[config.mk]
export PLATFORM = sky130hd
export DESIGN_NAME = hires_artifact_row_renderer_core
export DESIGN_NICKNAME = d
export VERILOG_FILES = /design/src/rtl/core/hrar_pkg.sv /design/src/rtl/core/hrar_front.sv /design/src/rtl/core/hrar_job_queue.sv /design/src/rtl/core/hrar_back.sv /design/src/rtl/core/hires_artifact_row_renderer_core.sv
export SDC_FILE = /design/constraint.sdc
export NUM_CORES = 1
export LEC_CHECK = 0
export BUFFER_PORTS_ARGS = -buffer_cell sky130_fd_sc_hd__buf_2
export CAP_MARGIN = 40
export CORE_MARGIN = 2
export CORE_UTILIZATION = 60
export DETAILED_ROUTE_END_ITERATION = 8
export PLACE_DENSITY_LB_ADDON = 0.2
export SLEW_MARGIN = 0
export SYNTH_ARGS = -nofsm -noshare
export SYNTH_HDL_FRONTEND = slang
export SYNTH_SLANG_ARGS = --single-unit
[constraint.sdc]
create_clock -name clk -period 4.62 [get_ports clk]
set_input_delay 0.231 -clock clk [delete_from_list [all_inputs] [get_ports clk]]
set_output_delay 0.231 -clock clk [all_outputs]
set_load 0.02 [all_outputs]
[src/rtl/core/hrar_pkg.sv]
// shared types and constants of the hires artifact row renderer
// depends on nothing
package hrar_pkg;

    localparam int ROW_BYTES   = 40;
    localparam int POS_W       = 6;
    localparam int QUEUE_DEPTH = 4;
    localparam int QPTR_W      = 2;
    localparam int QCNT_W      = 3;

    localparam logic [2:0] PIX_BLACK = 3'd0;
    localparam logic [2:0] PAL_PLUS  = 3'd4;

    typedef enum logic [1:0] {
        JOB_BLACK  = 2'b01,
        JOB_RENDER = 2'b10
    } job_kind_t;

    typedef struct packed {
        job_kind_t  kind;
        logic [7:0] cur;
        logic       nxt_bit0;
        logic       nxt_pal;
        logic       odd;
        logic       left;
        logic       mono;
        logic       run_last;
        logic       row_last;
    } job_t;

    typedef struct packed {
        logic first;
        logic second;
    } job_push_t;

endpackage

[src/rtl/core/hrar_front.sv]
// front part: takes frame bytes, tracks row position and lookahead, issues jobs
// depends on hrar_pkg
module hrar_front (
    input  logic               clk,
    input  logic               rst_n,
    input  logic               push,
    output logic               full,
    input  logic [7:0]         frame_byte,
    input  logic               cfg_valid,
    output logic               cfg_ready,
    input  logic               cfg_data,
    input  logic               q_full,
    output hrar_pkg::job_push_t job_push,
    output hrar_pkg::job_t     job_a,
    output hrar_pkg::job_t     job_b
);
    import hrar_pkg::*;

    logic             mono_reg, mono_next;
    logic [7:0]       held_reg, held_next;
    logic             left_reg, left_next;
    logic [POS_W-1:0] pos_reg, pos_next;
    logic             accept;
    logic             row_start;
    logic             row_end;

    assign cfg_ready = 1'b1;
    assign full      = q_full;
    assign accept    = push && !q_full;
    assign row_start = (pos_reg == '0);
    assign row_end   = (pos_reg >= POS_W'(ROW_BYTES - 1));

    always_comb
    begin
        mono_next = mono_reg;
        if (cfg_valid && cfg_ready)
        begin
            mono_next = cfg_data;
        end
    end

    always_comb
    begin
        job_a          = '0;
        job_b          = '0;
        job_push       = '0;
        held_next      = held_reg;
        left_next      = left_reg;
        pos_next       = pos_reg;
        job_a.kind     = JOB_BLACK;
        job_b.kind     = JOB_RENDER;
        job_a.mono     = mono_reg;
        job_b.mono     = mono_reg;
        job_a.run_last = 1'b1;
        if (row_start)
        begin
            job_push.first = accept && frame_byte[7];
            if (accept)
            begin
                held_next = frame_byte;
                left_next = 1'b0;
                pos_next  = POS_W'(1);
            end
        end
        else
        begin
            job_a.kind     = JOB_RENDER;
            job_a.cur      = held_reg;
            job_a.nxt_bit0 = frame_byte[0];
            job_a.nxt_pal  = frame_byte[7];
            job_a.odd      = ~pos_reg[0];
            job_a.left     = left_reg;
            job_a.run_last = !row_end;
            // final byte of the row sees a zero byte after it
            job_b.cur      = frame_byte;
            job_b.odd      = pos_reg[0];
            job_b.left     = held_reg[6];
            job_b.run_last = 1'b1;
            job_b.row_last = 1'b1;
            job_push.first  = accept;
            job_push.second = accept && row_end;
            if (accept)
            begin
                if (row_end)
                begin
                    held_next = '0;
                    left_next = 1'b0;
                    pos_next  = '0;
                end
                else
                begin
                    held_next = frame_byte;
                    left_next = held_reg[6];
                    pos_next  = pos_reg + POS_W'(1);
                end
            end
        end
    end

    always_ff @(posedge clk or negedge rst_n)
    begin
        if (!rst_n)
        begin
            mono_reg <= 1'b0;
            held_reg <= '0;
            left_reg <= 1'b0;
            pos_reg  <= '0;
        end
        else
        begin
            mono_reg <= mono_next;
            held_reg <= held_next;
            left_reg <= left_next;
            pos_reg  <= pos_next;
        end
    end

endmodule

[src/rtl/core/hrar_job_queue.sv]
// short job queue between front and back, takes up to two jobs per cycle
// depends on hrar_pkg
module hrar_job_queue (
    input  logic                clk,
    input  logic                rst_n,
    input  hrar_pkg::job_push_t job_push,
    input  hrar_pkg::job_t      job_a,
    input  hrar_pkg::job_t      job_b,
    output logic                q_full,
    output logic                head_valid,
    output hrar_pkg::job_t      head,
    input  logic                head_pop
);
    import hrar_pkg::*;

    job_t              entry_reg [QUEUE_DEPTH];
    logic [QPTR_W-1:0] wr_reg, wr_next;
    logic [QPTR_W-1:0] rd_reg, rd_next;
    logic [QCNT_W-1:0] cnt_reg, cnt_next;
    logic [QPTR_W-1:0] wr_plus;

    assign wr_plus    = wr_reg + QPTR_W'(1);
    assign q_full     = (cnt_reg > QCNT_W'(QUEUE_DEPTH - 2));
    assign head_valid = (cnt_reg != '0);
    assign head       = entry_reg[rd_reg];

    always_comb
    begin
        wr_next  = wr_reg + QPTR_W'(job_push.first) + QPTR_W'(job_push.second);
        rd_next  = rd_reg + QPTR_W'(head_pop);
        cnt_next = cnt_reg + QCNT_W'(job_push.first) + QCNT_W'(job_push.second)
                 - QCNT_W'(head_pop);
    end

    always_ff @(posedge clk)
    begin
        if (job_push.first)
        begin
            entry_reg[wr_reg] <= job_a;
        end
        if (job_push.second)
        begin
            entry_reg[wr_plus] <= job_b;
        end
    end

    always_ff @(posedge clk or negedge rst_n)
    begin
        if (!rst_n)
        begin
            wr_reg  <= '0;
            rd_reg  <= '0;
            cnt_reg <= '0;
        end
        else
        begin
            wr_reg  <= wr_next;
            rd_reg  <= rd_next;
            cnt_reg <= cnt_next;
        end
    end

endmodule

[src/rtl/core/hrar_back.sv]
// back part: walks each job pixel by pixel into the result register
// depends on hrar_pkg
module hrar_back (
    input  logic           clk,
    input  logic           rst_n,
    input  logic           head_valid,
    input  hrar_pkg::job_t head,
    output logic           head_pop,
    output logic           empty,
    input  logic           pop,
    output logic [2:0]     pixel_index,
    output logic           run_last,
    output logic           row_last
);
    import hrar_pkg::*;

    function automatic logic [1:0] classify(input logic [2:0] w, input logic odd);
        logic [1:0] c;
        begin
            case (w)
                3'b011, 3'b110, 3'b111: c = 2'd1;
                3'b010:                 c = {1'b1, odd};
                3'b101:                 c = {1'b1, ~odd};
                default:                c = 2'd0;
            endcase
            return c;
        end
    endfunction

    logic [2:0] j_reg, j_next;
    logic [1:0] rep_reg, rep_next;
    logic       out_valid_reg, out_valid_next;
    logic [2:0] pix_reg;
    logic       run_reg;
    logic       row_reg;
    logic [8:0] bits;
    logic [2:0] win;
    logic [1:0] pal;
    logic [1:0] last_rep;
    logic [2:0] base;
    logic [2:0] pix;
    logic       job_done;
    logic       out_take;
    logic       advance;

    assign bits     = {head.nxt_bit0, head.cur[6:0], head.left};
    assign win      = 3'(bits >> j_reg);
    assign pal      = {head.nxt_pal, head.cur[7]};
    assign out_take = pop && out_valid_reg;
    assign advance  = head_valid && (!out_valid_reg || out_take);

    always_comb
    begin
        last_rep = 2'd1;
        if (j_reg == 3'd6)
        begin
            case (pal)
                2'b01:   last_rep = 2'd0;
                2'b10:   last_rep = 2'd2;
                default: last_rep = 2'd1;
            endcase
        end
        if (head.mono)
        begin
            base = {2'b00, head.cur[j_reg]};
        end
        else
        begin
            base = {head.cur[7], classify(win, head.odd ^ j_reg[0])};
        end
        pix = base;
        if (rep_reg == 2'd2 && !head.mono)
        begin
            pix = base | PAL_PLUS;
        end
        if (head.kind == JOB_BLACK)
        begin
            pix = PIX_BLACK;
        end
        job_done = (head.kind == JOB_BLACK) || (j_reg == 3'd6 && rep_reg == last_rep);
    end

    always_comb
    begin
        j_next         = j_reg;
        rep_next       = rep_reg;
        head_pop       = 1'b0;
        out_valid_next = out_valid_reg;
        if (out_take)
        begin
            out_valid_next = 1'b0;
        end
        if (advance)
        begin
            out_valid_next = 1'b1;
            if (job_done)
            begin
                j_next   = '0;
                rep_next = '0;
                head_pop = 1'b1;
            end
            else if (rep_reg == last_rep)
            begin
                j_next   = j_reg + 3'd1;
                rep_next = '0;
            end
            else
            begin
                rep_next = rep_reg + 2'd1;
            end
        end
    end

    always_ff @(posedge clk)
    begin
        if (advance)
        begin
            pix_reg <= pix;
            run_reg <= job_done && head.run_last;
            row_reg <= job_done && head.row_last;
        end
    end

    always_ff @(posedge clk or negedge rst_n)
    begin
        if (!rst_n)
        begin
            j_reg         <= '0;
            rep_reg       <= '0;
            out_valid_reg <= 1'b0;
        end
        else
        begin
            j_reg         <= j_next;
            rep_reg       <= rep_next;
            out_valid_reg <= out_valid_next;
        end
    end

    assign empty       = !out_valid_reg;
    assign pixel_index = pix_reg;
    assign run_last    = run_reg;
    assign row_last    = row_reg;

endmodule

[src/rtl/core/hires_artifact_row_renderer_core.sv]
// top level of the hires artifact row renderer
// depends on hrar_pkg, hrar_front, hrar_job_queue, hrar_back
//
// Each frame byte yields zero to 29 double-width pixels, and the block
// delivers one pixel per cycle from its result register while pop takes
// each one, so a byte gives 13 to 15 pixels mid-row, up to 29 for the last
// byte of a row and none or one for the first; the pixel walker in the back
// part sets these numbers. Bytes are accepted one per cycle as long as the
// four-entry job queue has room for two jobs, so full shows only back
// pressure from the pixel side. The mono register (mono_reg) is written
// through cfg_valid and cfg_data and is always ready.
module hires_artifact_row_renderer_core (
    input  logic       clk,
    input  logic       rst_n,
    input  logic       push,
    output logic       full,
    input  logic [7:0] frame_byte,
    output logic       empty,
    input  logic       pop,
    output logic [2:0] pixel_index,
    output logic       run_last,
    output logic       row_last,
    input  logic       cfg_valid,
    output logic       cfg_ready,
    input  logic       cfg_data
);
    import hrar_pkg::*;

    job_push_t job_push;
    job_t      job_a;
    job_t      job_b;
    job_t      head;
    logic      q_full;
    logic      head_valid;
    logic      head_pop;

    hrar_front u_front (
        .clk        (clk),
        .rst_n      (rst_n),
        .push       (push),
        .full       (full),
        .frame_byte (frame_byte),
        .cfg_valid  (cfg_valid),
        .cfg_ready  (cfg_ready),
        .cfg_data   (cfg_data),
        .q_full     (q_full),
        .job_push   (job_push),
        .job_a      (job_a),
        .job_b      (job_b)
    );

    hrar_job_queue u_queue (
        .clk        (clk),
        .rst_n      (rst_n),
        .job_push   (job_push),
        .job_a      (job_a),
        .job_b      (job_b),
        .q_full     (q_full),
        .head_valid (head_valid),
        .head       (head),
        .head_pop   (head_pop)
    );

    hrar_back u_back (
        .clk         (clk),
        .rst_n       (rst_n),
        .head_valid  (head_valid),
        .head        (head),
        .head_pop    (head_pop),
        .empty       (empty),
        .pop         (pop),
        .pixel_index (pixel_index),
        .run_last    (run_last),
        .row_last    (row_last)
    );

endmodule

**Word-level counts from Yosys, hierarchy flattened**

Memories as Yosys holds them, arrays and structs flattened.
Index checks and enable logic that the tools add are counted.

- Memory bits (writable): 68
- Output and inout port bits: 8
- Memories: 1
- Register bits: 34

- Bitwise gates (word level): 3
- Add/sub/neg operators: 10
- $lt $le $gt $ge: 3
- Equal/unequal tests: 11
- Shift operators: 1
- Reduce and logical (&&, ||, !) cells: 21
- Mux-type cells: 38

Memories:

| memory | words | bits a word | read ports | clocked after memory_dff | wr ports | line | text |
|---|---|---|---|---|---|---|---|
| u_queue.entry_reg | 4 | 17 | 1 | 0 | 2 | hrar_job_queue.sv:16 | `job_t entry_reg [QUEUE_DEPTH];` |

Operator list:

| operator | number |
|---|---|
| $mux W8 | 5 |
| $mux W6 | 4 |
| $mux W1 | 16 |
| $mux W14 | 1 |
| $eq A3 B3 Y1 const B | 4 |
| $mux W3 | 4 |
| $mux W2 | 5 |
| $logic_and A1 B1 Y1 | 9 |
| $shr A9 B3 Y3 | 1 |
| $add A2 B1 Y2 | 3 |
| $add A3 B1 Y3 | 2 |
| $add A6 B1 Y6 const B | 1 |
| $eq A3 B2 Y1 const B | 2 |
| $ge A6 B6 Y1 const B | 1 |
| $logic_not A6 Y1 | 1 |
| $pmux W2 S3 | 1 |
| $add A2 B1 Y2 const B | 2 |
| $eq A2 B1 Y1 const B | 2 |
| $eq A2 B2 Y1 const B | 2 |
| $logic_not A1 Y1 | 4 |
| $lt A3 B4 Y1 const B | 1 |
| $pmux W2 S2 | 1 |
| $reduce_bool A2 Y1 | 2 |
| $add A3 B1 Y3 const B | 1 |
| 10 further kinds | 12 |

**Depth between registers and ports, before layout**

Gate-level depths: netlist of run 1.
An unclocked memory read counts as a cell.

- Depth after elaboration: 10
- Gate-level depth with buffers: 16

**By module**

From an unflattened synthesis of run 1, not the netlist that was laid out.

- Cells, all modules: 403
- Area total of the unflattened synthesis: 5556.6 um^2

By module, submodules not included:

| module | cells each | area an instance (um^2) | instances |
|---|---|---|---|
| hrar_job_queue | 197 | 3682.3 | 1 |
| hrar_front | 123 | 992.2 | 1 |
| hrar_back | 83 | 882.1 | 1 |

**Worst setup path before layout of run 1**

OpenSTA, ideal clock, no wires.

- Path type: reg2reg
- From: register u_queue.rd_reg[0]
- To: register u_queue.cnt_reg[1]
- Setup slack: 714 ps
- Path buffers: 2
- Data arrival time: 3770 ps
- Period minus slack after synthesis: 3906 ps
- Cell stages (with the launch flop): 14
- Cell sequence: dfrtp_1 -> buf_2 -> buf_2 -> mux4_2 -> inv_1 -> ha_1 -> o31a_1 -> o32ai_1 -> a31oi_1 -> nor2_1 -> ha_1 -> fa_1 -> inv_1 -> fa_1

- Longest elaborated chain between the ends: 10
- Elaborated cells on any way between the ends: 12

RTL lines:

| item | line | text |
|---|---|---|
| start, declared | hrar_job_queue.sv:18 | `logic [QPTR_W-1:0] rd_reg, rd_next;` |
| start signal, assigned | hrar_job_queue.sv:58 | `rd_reg <= rd_next;` |
| $mem_v2 Z4 W17 * | n/a |  |
| $eq A2 B2 Y1 / $eq A2 B1 Y1 (equally long branches) | hrar_back.sv:57 | `case (pal)` |
| $pmux W2 S2 | hrar_back.sv:57 |  |
| $mux W2 | hrar_back.sv:55 | `if (j_reg == 3'd6)` |
| $eq A2 B2 Y1 | hrar_back.sv:80 | `job_done = (head.kind == JOB_BLACK) \|\| (j_reg == 3'd6 && rep_reg == last_rep);` |
| $logic_and A1 B1 Y1 | hrar_back.sv:80 |  |
| $logic_or A1 B1 Y1 * | hrar_back.sv:80 |  |
| $mux W1 * | hrar_back.sv:96 | `if (job_done)` |
| $mux W1 * | hrar_back.sv:93 | `if (advance)` |
| $sub A3 B1 Y3 * | hrar_job_queue.sv:32 | `- QCNT_W'(head_pop);` |
| net u_queue.cnt_next[1] | hrar_job_queue.sv:19 | `logic [QCNT_W-1:0] cnt_reg, cnt_next;` |
| end signal, assigned | hrar_job_queue.sv:59 | `cnt_reg <= cnt_next;` |
| end, declared | hrar_job_queue.sv:19 |  |

Mark *: on every way through the listed nets, which the timed path passes. The rest lies on a longest branch.
A chain may end at the register's enable or synchronous reset.

**Final worst setup path of run 1**

Same ends and word-level chain as after synthesis.

==> flow_metrics.py, run 1 <==
metrics = {
    "run_status": {
        "status": "finished, final reports clean",
    },
    "setup_path": {
        "critPathMaxFanout": 6,
        "critPathLaunch": "u_queue.rd_reg[0]$_DFF_PN0_",
        "rrSetupSlack_ns": 0.94,
        "crit_arrival_ns": 3.95,
        "setup.worst_path.end_class": "flip-flop",
        "cp-start-kind": "flip-flop",
        "worstPathRequired_ns": 4.89,
        "path_class": "reg2reg",
        "cp-endpoint": "u_queue.cnt_reg[1]$_DFF_PN0_",
        "rr_endpoint": "u_queue.cnt_reg[1]$_DFF_PN0_",
        "r2r-start": "u_queue.rd_reg[0]$_DFF_PN0_",
        "rr_worst_depth": 11,
    },
    "route": {
        "drc": 0,
        "finalWirelength_um": 12310,
        "wl_per_cell_um": 19.79,
        "ant_nets": 0,
        "viasPerCell": 6.392,
        "drt-pass1-iter-count": 6,
        "dr.first_iter.drc_count": 382,
        "num_vias": 3976,
    },
    "yosys": {
        "yosys_register_bits": 102,
        "yosysTopAreaCellShare": 0.3168,
        "yosys_warnings": 0,
        "yosysUniqueCellTypes": 58,
        "yosys.area.top_type": "edfxtp_1",
        "async_reset_ff_frac": 0.2843,
        "synth_area_per_cell_um2": 10.96,
        "synth_area_um2": 5403,
        "synthCells": 493,
        "synthTopCellsByArea": "edfxtp_1 (32%), dfrtp_1 (13%), dfxtp_1 (5.9%), a22oi_1 (5.7%), mux4_2 (5.4%)",
        "ys_seq_area_frac": 0.5104,
        "synth-edff-count": 57,
        "ys.flop_type": "edfxtp_1",
        "syn_nets": 519,
    },
    "clocking": {
        "cts_inserted_buffers": 9,
        "insertion_delay_ns": 0.39,
        "clkSinkCount": 102,
        "cts_root_buf": "clkbuf_8",
        "clock_path_buffers": 2,
        "clk_pin_slew_ns": 0.11,
        "post-cts-setup-buffers": 0,
        "cts_tree": "built",
        "htreeDepth": 3,
    },
    "grt": {
        "grt_max_degree": 45,
        "grt_usage": 0.2733,
        "gr-total-overflow": 0,
        "grt_pass1_vias": 4092,
        "antenna_found_initial": 0,
        "grt_pass1_wl_um": 20600,
    },
    "layout": {
        "drive_above_1_share": 0.1459,
        "num-nets-final": 535,
        "layout_common_cells": "nor2_1 (70), edfxtp_1 (57), nand2_1 (43)",
        "largest_reg_flops": 68,
        "fillCellCount": 653,
        "layout_commonest_cell": "nor2_1",
        "area_delta_synth_final_pct": 7.619,
        "antennaDiodeCount": 0,
    },
    "placement": {
        "portBuffers": 20,
        "place.gp.congestion": 0.8535,
        "dp_hpwl_um": 8599,
    },
    "floorplanning": {
        "core_um2": 8721,
        "io_pins": 22,
        "rows": 34,
        "die_h_um": 98.89,
        "fp.dieW_um": 98.89,
        "dieArea_um2": 9779,
        "initial_core_util": 0.6195,
    },
    "timing": {
        "tightestPinTransition_ns": 0.9344,
        "tns_ns": 0,
        "setup_viol": 0,
        "fmax_ghz": 0.2718,
        "fin_skew_ns": 0.01601,
        "hold_viol": 0,
        "relSlewSlack": 0.3736,
        "rsz0062_at_grt": "no",
        "layout_min_cycle_time_ns": 3.679,
        "finalMaxSlewViolations": 0,
        "min_period_over_period": 0.7962,
    },
    "power_and_ir_drop": {
        "leakage_uw": 0.002353,
        "max-vdd-ir-drop_mv": 0.3928,
        "finalPower_uw": 3659,
        "p_per_area_nw_per_um2": 629.3,
    },
    "min_path": {
        "hp-class": "in2reg",
    },
    "job": {
        "drv_cap": 0,
    },
}
==> cell usage after synthesis (all sizes together) (9+ instances only) <==
cell,instances
ha,9
edfxtp,57
o21ai,13
nand2,43
nand3,17
mux2i,22
a22oi,41
buf,11
nor2,70
inv,20
dfrtp,29
nor2b,12
a21oi,13
dfxtp,16
mux4,17
clkbuf,20
==> critical path, stage by stage (launching register included) <==
cell,delay [ns]
dfrtp_1,0.49
mux4_2,0.57
inv_1,0.08
ha_1,0.25
o31a_1,0.28
o32ai_1,0.33
a31oi_1,0.25
nor2_1,0.21
ha_1,0.27
fa_1,0.36
inv_1,0.08
fa_1,0.40
==> logic make-up after synthesis <==
group,share of synthesized area
fa+ha+maj,0.03196
buf+inv,0.04284
xor+xnor,0.01297
other cells,0.0006941
simple gates,0.1503
compound gates,0.1281
flops,0.5104
mux,0.1227
==> what timing repair did <==
action                                 4_1_cts  5_1_grt
resized for setup                            0        0
endpoints found under the hold margin       29        0
hold buffers                                 1        0
==> layout make-up <==
| class | count | area [um^2] | area share |
|---|---|---|---|
| sequential | 102 | 2758 | 0.4743 |
| multi-input combinational | 340 | 2419 | 0.4160 |
| timing repair buffer | 36 | 222.7 | 0.03830 |
| tap | 108 | 135.1 | 0.02324 |
| clock buffer | 9 | 123.9 | 0.02130 |
| clock inverter | 7 | 81.33 | 0.01399 |
| inverter | 20 | 75.07 | 0.01291 |
==> layer usage <==
layer | track usage | wire (um)
met3 | 0.07589 | 1026
met1 | 0.3629 | 5081
met4 | 0.09694 | 199
met2 | 0.4356 | 6003
met5 | 0 | 0
==> power by group <==
group / internal [uW] / switching, uW / total (uW)
Clock: 221 / 361 / 582
Combinational: 661 / 923 / 1580
Sequential: 1240 / 253 / 1490
==> worst min path at each step <==
stage,startpoint,end,cells after the start,slack (ns)
finish,cfg_data,u_front.mono_reg$_DFFE_PN0P_,2,0.09
floorplan,rst_n,u_back.j_reg[0]$_DFFE_PN0P_,0,-0.06
detailed placement,rst_n,u_queue.cnt_reg[1]$_DFF_PN0_,1,0.34
global placement,rst_n,u_back.rep_reg[1]$_DFFE_PN0P_,1,0.33
CTS,cfg_data,u_front.mono_reg$_DFFE_PN0P_,2,0.08
global route,cfg_data,u_front.mono_reg$_DFFE_PN0P_,2,0.08
==> through the flow <==
step / cells / hold WS, ns / util / setup WS (ns) / cell area [um^2]
6_report: 622 / 0.08672 / 0.6667 / 0.9414 / 5814
5_1_grt: 622 / 0.08378 / 0.6667 / 0.6891 / 5814
4_1_cts: 622 / 0.07831 / 0.6667 / 0.9342 / 5814
3_5_place_dp: 605 / 0.3351 / 0.6420 / 0.9575 / 5599
3_3_place_gp: 601 / 0.3324 / 0.6386 / 1.047 / 5569
2_1_floorplan: 493 / -0.06459 / - / 0.7143 / 5403
Note: power is estimated with default switching activity, not from simulation.
==> run 2: changes to the inputs <==
clock period = 3.75 ns   (was 4.62 ns; I/O delays follow)
==> run 2 against run 1 <==
Cell area is 0.77% higher. Sequential share of layout area is 0.34 points lower. Global-route usage is 0.22 points higher. Setup slack worse by 0.65 ns. Fmax is 6.5% higher. Total power is 25% higher. First-iteration DRC count is 12% lower. Sequential power is 20% higher. Register-to-register slack worse by 0.65 ns. Clock power is 30% higher. Critical endpoint unchanged. Largest cell class unchanged.
==> flow_metrics.py, run 2 (synthesis gave the netlist of run 1 again) <==
metrics = {
    "floorplanning": {
        "rows": 34,
        "initial_core_util": 0.6195,
        "io_pins": 22,
        "fp.dieW_um": 98.89,
        "core_um2": 8721,
        "dieArea_um2": 9779,
        "die_h_um": 98.89,
    },
    "setup_path": {
        "cp-start-kind": "flip-flop",
        "setup.worst_path.end_class": "flip-flop",
        "crit_arrival_ns": 3.71,
        "worstPathRequired_ns": 4.00,
        "critPathMaxFanout": 6,
        "path_class": "reg2reg",
    },
    "layout": {
        "largest_reg_flops": 68,
        "antennaDiodeCount": 0,
        "layout_common_cells": "nor2_1 (70), edfxtp_1 (57), nand2_1 (43)",
        "layout_commonest_cell": "nor2_1",
        "num-nets-final": 537,
        "fillCellCount": 651,
        "finalNonFillerCells": 624,
        "drive_above_1_share": 0.1531,
        "area_delta_synth_final_pct": 8.453,
    },
    "clocking": {
        "clk_pin_slew_ns": 0.10,
        "clkSinkCount": 102,
        "post-cts-setup-buffers": 0,
        "cts_tree": "built",
        "clock_path_buffers": 2,
        "htreeDepth": 3,
        "cts_root_buf": "clkbuf_8",
        "insertion_delay_ns": 0.37,
        "cts_inserted_buffers": 9,
    },
    "route": {
        "drt-pass1-iter-count": 5,
        "finalWirelength_um": 12690,
        "viasPerCell": 6.465,
        "wl_per_cell_um": 20.34,
        "drc": 0,
        "dr.first_iter.drc_count": 338,
        "num_vias": 4034,
        "ant_nets": 0,
    },
    "grt": {
        "gr-total-overflow": 0,
        "grt_pass1_vias": 4070,
        "use_met2": 0.4501,
        "grt_usage": 0.2755,
        "grt_max_degree": 45,
        "antenna_found_initial": 0,
        "grt_pass1_wl_um": 20780,
        "use_met1": 0.3667,
        "grt_util_met3": 0.05887,
        "busiest_layer": "met2",
    },
    "job": {
        "drv_cap": 0,
    },
    "timing": {
        "tightestPinTransition_ns": 0.9316,
        "rsz0062_at_grt": "no",
        "fmax_ghz": 0.2895,
        "tns_ns": 0,
        "setup_viol": 0,
        "finalMaxSlewViolations": 0,
        "min_period_over_period": 0.9210,
        "relSlewSlack": 0.3767,
        "hold_viol": 0,
        "layout_setup_ws_ns": 0.2962,
        "layout_min_cycle_time_ns": 3.454,
        "fin_skew_ns": 0.01155,
    },
    "power_and_ir_drop": {
        "p_per_area_nw_per_um2": 782.8,
        "leakage_uw": 0.002371,
        "finalPower_uw": 4587,
        "max-vdd-ir-drop_mv": 0.3902,
    },
    "placement": {
        "place.gp.congestion": 0.9207,
        "place_inst": 607,
        "place_ws_ns": 0.2244,
        "portBuffers": 20,
        "dp_hpwl_um": 8578,
    },
    "min_path": {
        "hp-class": "in2reg",
    },
    "run_status": {
        "status": "finished, final reports clean",
    },
}
## run 2: path summary, 6_finish.rpt
path | start | endpoint | slack (ns) | cells past startpoint
max in group asynchronous | rst_n | u_queue.rd_reg[0]$_DFF_PN0_ | 2.79 | 2
min in group asynchronous | rst_n | u_back.out_valid_reg$_DFFE_PN0P_ | 0.42 | 2
worst max register to register | u_queue.rd_reg[0]$_DFF_PN0_ | u_queue.cnt_reg[1]$_DFF_PN0_ | 0.30 | 11
worst min-delay path | cfg_data | u_front.mono_reg$_DFFE_PN0P_ | 0.05 | 2
worst max-delay path | u_queue.rd_reg[0]$_DFF_PN0_ | u_queue.cnt_reg[1]$_DFF_PN0_ | 0.30 | 11
worst min register to register | u_queue.entry_reg[2][16]$_SDFFE_PP1P_ | u_queue.entry_reg[2][16]$_SDFFE_PP1P_ | 0.47 | 2
## run 2: timing repair
item,in CTS,in global routing
hold buffers,1,0
endpoints found under the hold margin,29,0
gates resized for setup,0,1
endpoints found under the setup margin,0,1
## run 2: power breakdown
part / internal (uW) / leakage (uW) / switching (uW) / total, uW
combinational: 837 / 0.00121 / 1210 / 2050
sequential: 1530 / 0.00105 / 256 / 1790
clock: 329 / 0.000108 / 425 / 754
total: 2700 / 0.00237 / 1890 / 4590
## run 2: critical path, stage by stage, from the launching register on
cell and delay, ns:
dfrtp_2 0.45, mux4_2 0.55, inv_1 0.08, ha_1 0.25, o31a_1 0.29, o32ai_2 0.23
a31oi_1 0.19, nor2_1 0.19, ha_1 0.27, fa_1 0.35, inv_1 0.08, fa_1 0.40
## run 2: layer usage
metal  routed length, um  vias to the layer above  part of all wire
met4                 230                        0             0.018
met1                5070                     1938              0.40
met3                1146                       27             0.090
met5                   0                        -                 0
met2                6242                      220              0.49
li1                    -                     1849                 -
## run 2: cell type report
| cell class | count | area (um^2) | share of cell area |
|---|---|---|---|
| flip-flops and latches | 102 | 2759 | 0.4709 |
| multi-input cells | 340 | 2425 | 0.4138 |
| repair buffers | 38 | 245.2 | 0.04185 |
| clock buffers | 9 | 123.9 | 0.02114 |
| clock inverters | 7 | 96.34 | 0.01644 |
| well taps | 108 | 135.1 | 0.02306 |
| inverters | 20 | 75.07 | 0.01281 |
## run 2: metrics by stage
| step | util | hold WS (ns) | instance area, um^2 |
|---|---|---|---|
| floorplan | - | -0.1081 | 5415 |
| detailed placement | 0.6453 | 0.3018 | 5628 |
| global placement | 0.6419 | 0.2896 | 5598 |
| global route | 0.6719 | 0.03525 | 5859 |
| finish | 0.6719 | 0.04795 | 5859 |
| CTS | 0.6717 | 0.03571 | 5858 |
==> run 3: changes to the inputs <==
RECOVER_POWER = 50   (was not set)
==> run 3 against run 2 <==
The run now ends with max-capacitance violations, max-slew violations left. Critical path depth shrank 5. Flip-flop and latch count did not move. Sequential power about the same. Fmax is 1.6% lower. Worst hold slack worse by 0.00083 ns. Die area is the same. Via count rose by 0.32%. Largest power group unchanged.
==> flow_metrics.py, run 3 (synthesis gave the netlist of run 1 again) <==
metrics = {
    "floorplanning": {
        "die_h_um": 98.89,
        "rows": 34,
        "initial_core_util": 0.6195,
        "fp.dieW_um": 98.89,
        "core_um2": 8721,
        "dieArea_um2": 9779,
        "io_pins": 22,
    },
    "timing": {
        "layout_setup_ws_ns": 0.2386,
        "fin_hold_ws_ns": 0.04712,
        "min_period_over_period": 0.9364,
        "tightestPinTransition_ns": 1.889,
        "fmax_ghz": 0.2848,
        "tns_ns": 0,
        "fin_skew_ns": 0.009342,
        "hold_viol": 0,
        "layout_min_cycle_time_ns": 3.511,
        "relSlewSlack": -0.2596,
        "rsz0062_at_grt": "no",
        "setup_viol": 0,
        "finalMaxSlewViolations": 75,
    },
    "route": {
        "highest_layer": "met4",
        "wl_met3_um": 1108,
        "dr_wl_met2_um": 6093,
        "finalWirelength_um": 12710,
        "drt-pass1-iter-count": 5,
        "dr.first_iter.drc_count": 420,
        "viasPerCell": 6.486,
        "wl_per_cell_um": 20.36,
        "ant_nets": 0,
        "met1Wirelength_um": 5185,
        "drc": 0,
        "num_vias": 4047,
    },
    "placement": {
        "place.gp.congestion": 0.9207,
        "portBuffers": 20,
        "place_ws_ns": 0.2244,
        "place_area_um2": 5628,
        "dp_hpwl_um": 8578,
    },
    "job": {
        "drv_cap": 2,
    },
    "run_status": {
        "status": "complete, but fails checks",
        "violations": "max-capacitance violations, max-slew violations",
    },
    "power_and_ir_drop": {
        "seq_power_share": 0.392,
        "switchingPower_uw": 1894,
        "max-vdd-ir-drop_mv": 0.3888,
        "p_int_uw": 2667,
        "pwr-share-comb": 0.443,
        "leakage_uw": 0.002310,
        "switching_share": 0.4153,
        "clkPwrFrac": 0.166,
        "p_per_area_nw_per_um2": 785.3,
    },
    "grt": {
        "grt_max_degree": 45,
        "grt_pass1_wl_um": 20780,
        "gr-total-overflow": 0,
        "grt_pass1_vias": 4070,
        "antenna_found_initial": 0,
        "grt_usage": 0.2755,
    },
    "setup_path": {
        "critical_path.cell_chain": "clkbuf_1, mux4_2, and3_1, or4_1, a2111oi_0, a311oi_1",
        "max_stage_delay_ns": 0.93,
        "cp-start-kind": "flip-flop",
        "path_delay_family": "buffers and inverters",
        "critPathLaunch": "u_queue.rd_reg[0]$_DFF_PN0_",
        "crit_arrival_ns": 3.62,
        "critPathBufInv": 1,
        "critPathMaxFanout": 20,
        "r2r-start": "u_queue.rd_reg[0]$_DFF_PN0_",
        "path_class": "reg2reg",
        "setup.worst_path.end_class": "flip-flop",
        "cpMaxStageDelayCell": "clkbuf_1",
        "worstPathRequired_ns": 3.86,
    },
    "layout": {
        "num-nets-final": 537,
        "largest_reg_flops": 68,
        "drive_above_1_share": 0.1182,
        "layout_common_cells": "nor2_1 (70), edfxtp_1 (57), nand2_1 (43)",
        "seqCellArea_um2": 2759,
        "area_delta_synth_final_pct": 7.503,
        "utilization": 0.6660,
        "layout_commonest_cell": "nor2_1",
        "antennaDiodeCount": 0,
        "multi_input_area_um2": 2421,
        "finalInstanceArea_um2": 5808,
        "fillCellCount": 662,
    },
    "min_path": {
        "holdCritStartpoint": "cfg_data",
        "hp-class": "in2reg",
    },
    "clocking": {
        "clock_path_buffers": 2,
        "cts_tree": "built",
        "htreeDepth": 3,
        "clk_pin_slew_ns": 0.10,
        "clkSinkCount": 102,
        "cts_inserted_buffers": 9,
        "post-cts-setup-buffers": 0,
        "cts_root_buf": "clkbuf_8",
        "insertion_delay_ns": 0.37,
    },
}
[run 3: cell types whose count changed in the layout (fill, tap and decap cells not counted), sizes merged]
cell	delta
clkbuf	+16
buf	-16
[run 3: worst reg2reg max path, cell delays in order (launching register included)]
cell and delay, ns:
dfrtp_2 0.45, clkbuf_1 0.93, mux4_2 0.63, and3_1 0.22, or4_1 0.51, a2111oi_0 0.43
a311oi_1 0.10
[run 3: through the flow]
step	std cells	power, uW
floorplan	493	3345
global placement	604	3727
detailed placement	607	3828
CTS	624	4583
global route	624	4869
finish	624	4561
[run 3: worst paths after layout]
path	to	slack, ns	depth (start not counted)
min in group asynchronous	u_back.out_valid_reg$_DFFE_PN0P_	0.86	2
hold reg to reg	u_queue.entry_reg[2][16]$_SDFFE_PP1P_	0.47	2
hold / removal	u_front.mono_reg$_DFFE_PN0P_	0.05	2
max in group asynchronous	u_queue.rd_reg[0]$_DFF_PN0_	1.67	2
setup / recovery	u_back.pixel_index[0]$_SDFFCE_PP0P_	0.24	6
setup reg to reg	u_back.pixel_index[0]$_SDFFCE_PP0P_	0.24	6
[run 3: timing repair]
item,4_1_cts,5_1_grt
hold buffers,1,0
hold endpoints to repair,29,0
endpoints found under the setup margin,0,1
resized for setup,0,1
[run 3: layer usage]
layer  vias up  GRT usage
li1       1847          -
met5         -          0
met3        36    0.05887
met1      1939     0.3667
met4         0    0.09905
met2       225     0.4501
[run 3: final cells by class]
cell class	instances	share of cell area
clock buffers	9	0.02133
well taps	108	0.02327
flip-flops and latches	102	0.4750
inverters	20	0.01293
clock inverters	7	0.01659
multi-input cells	340	0.4168
repair buffers	38	0.03404
[run 3: power groups by stage]
stage	sequential, uW	clock [uW]	combinational (uW)
finish	1790	755	2020
global route	1830	805	2230
CTS	1780	766	2030
detailed placement	1810	0	2020
global placement	1780	0	1950
floorplan	1750	0	1590
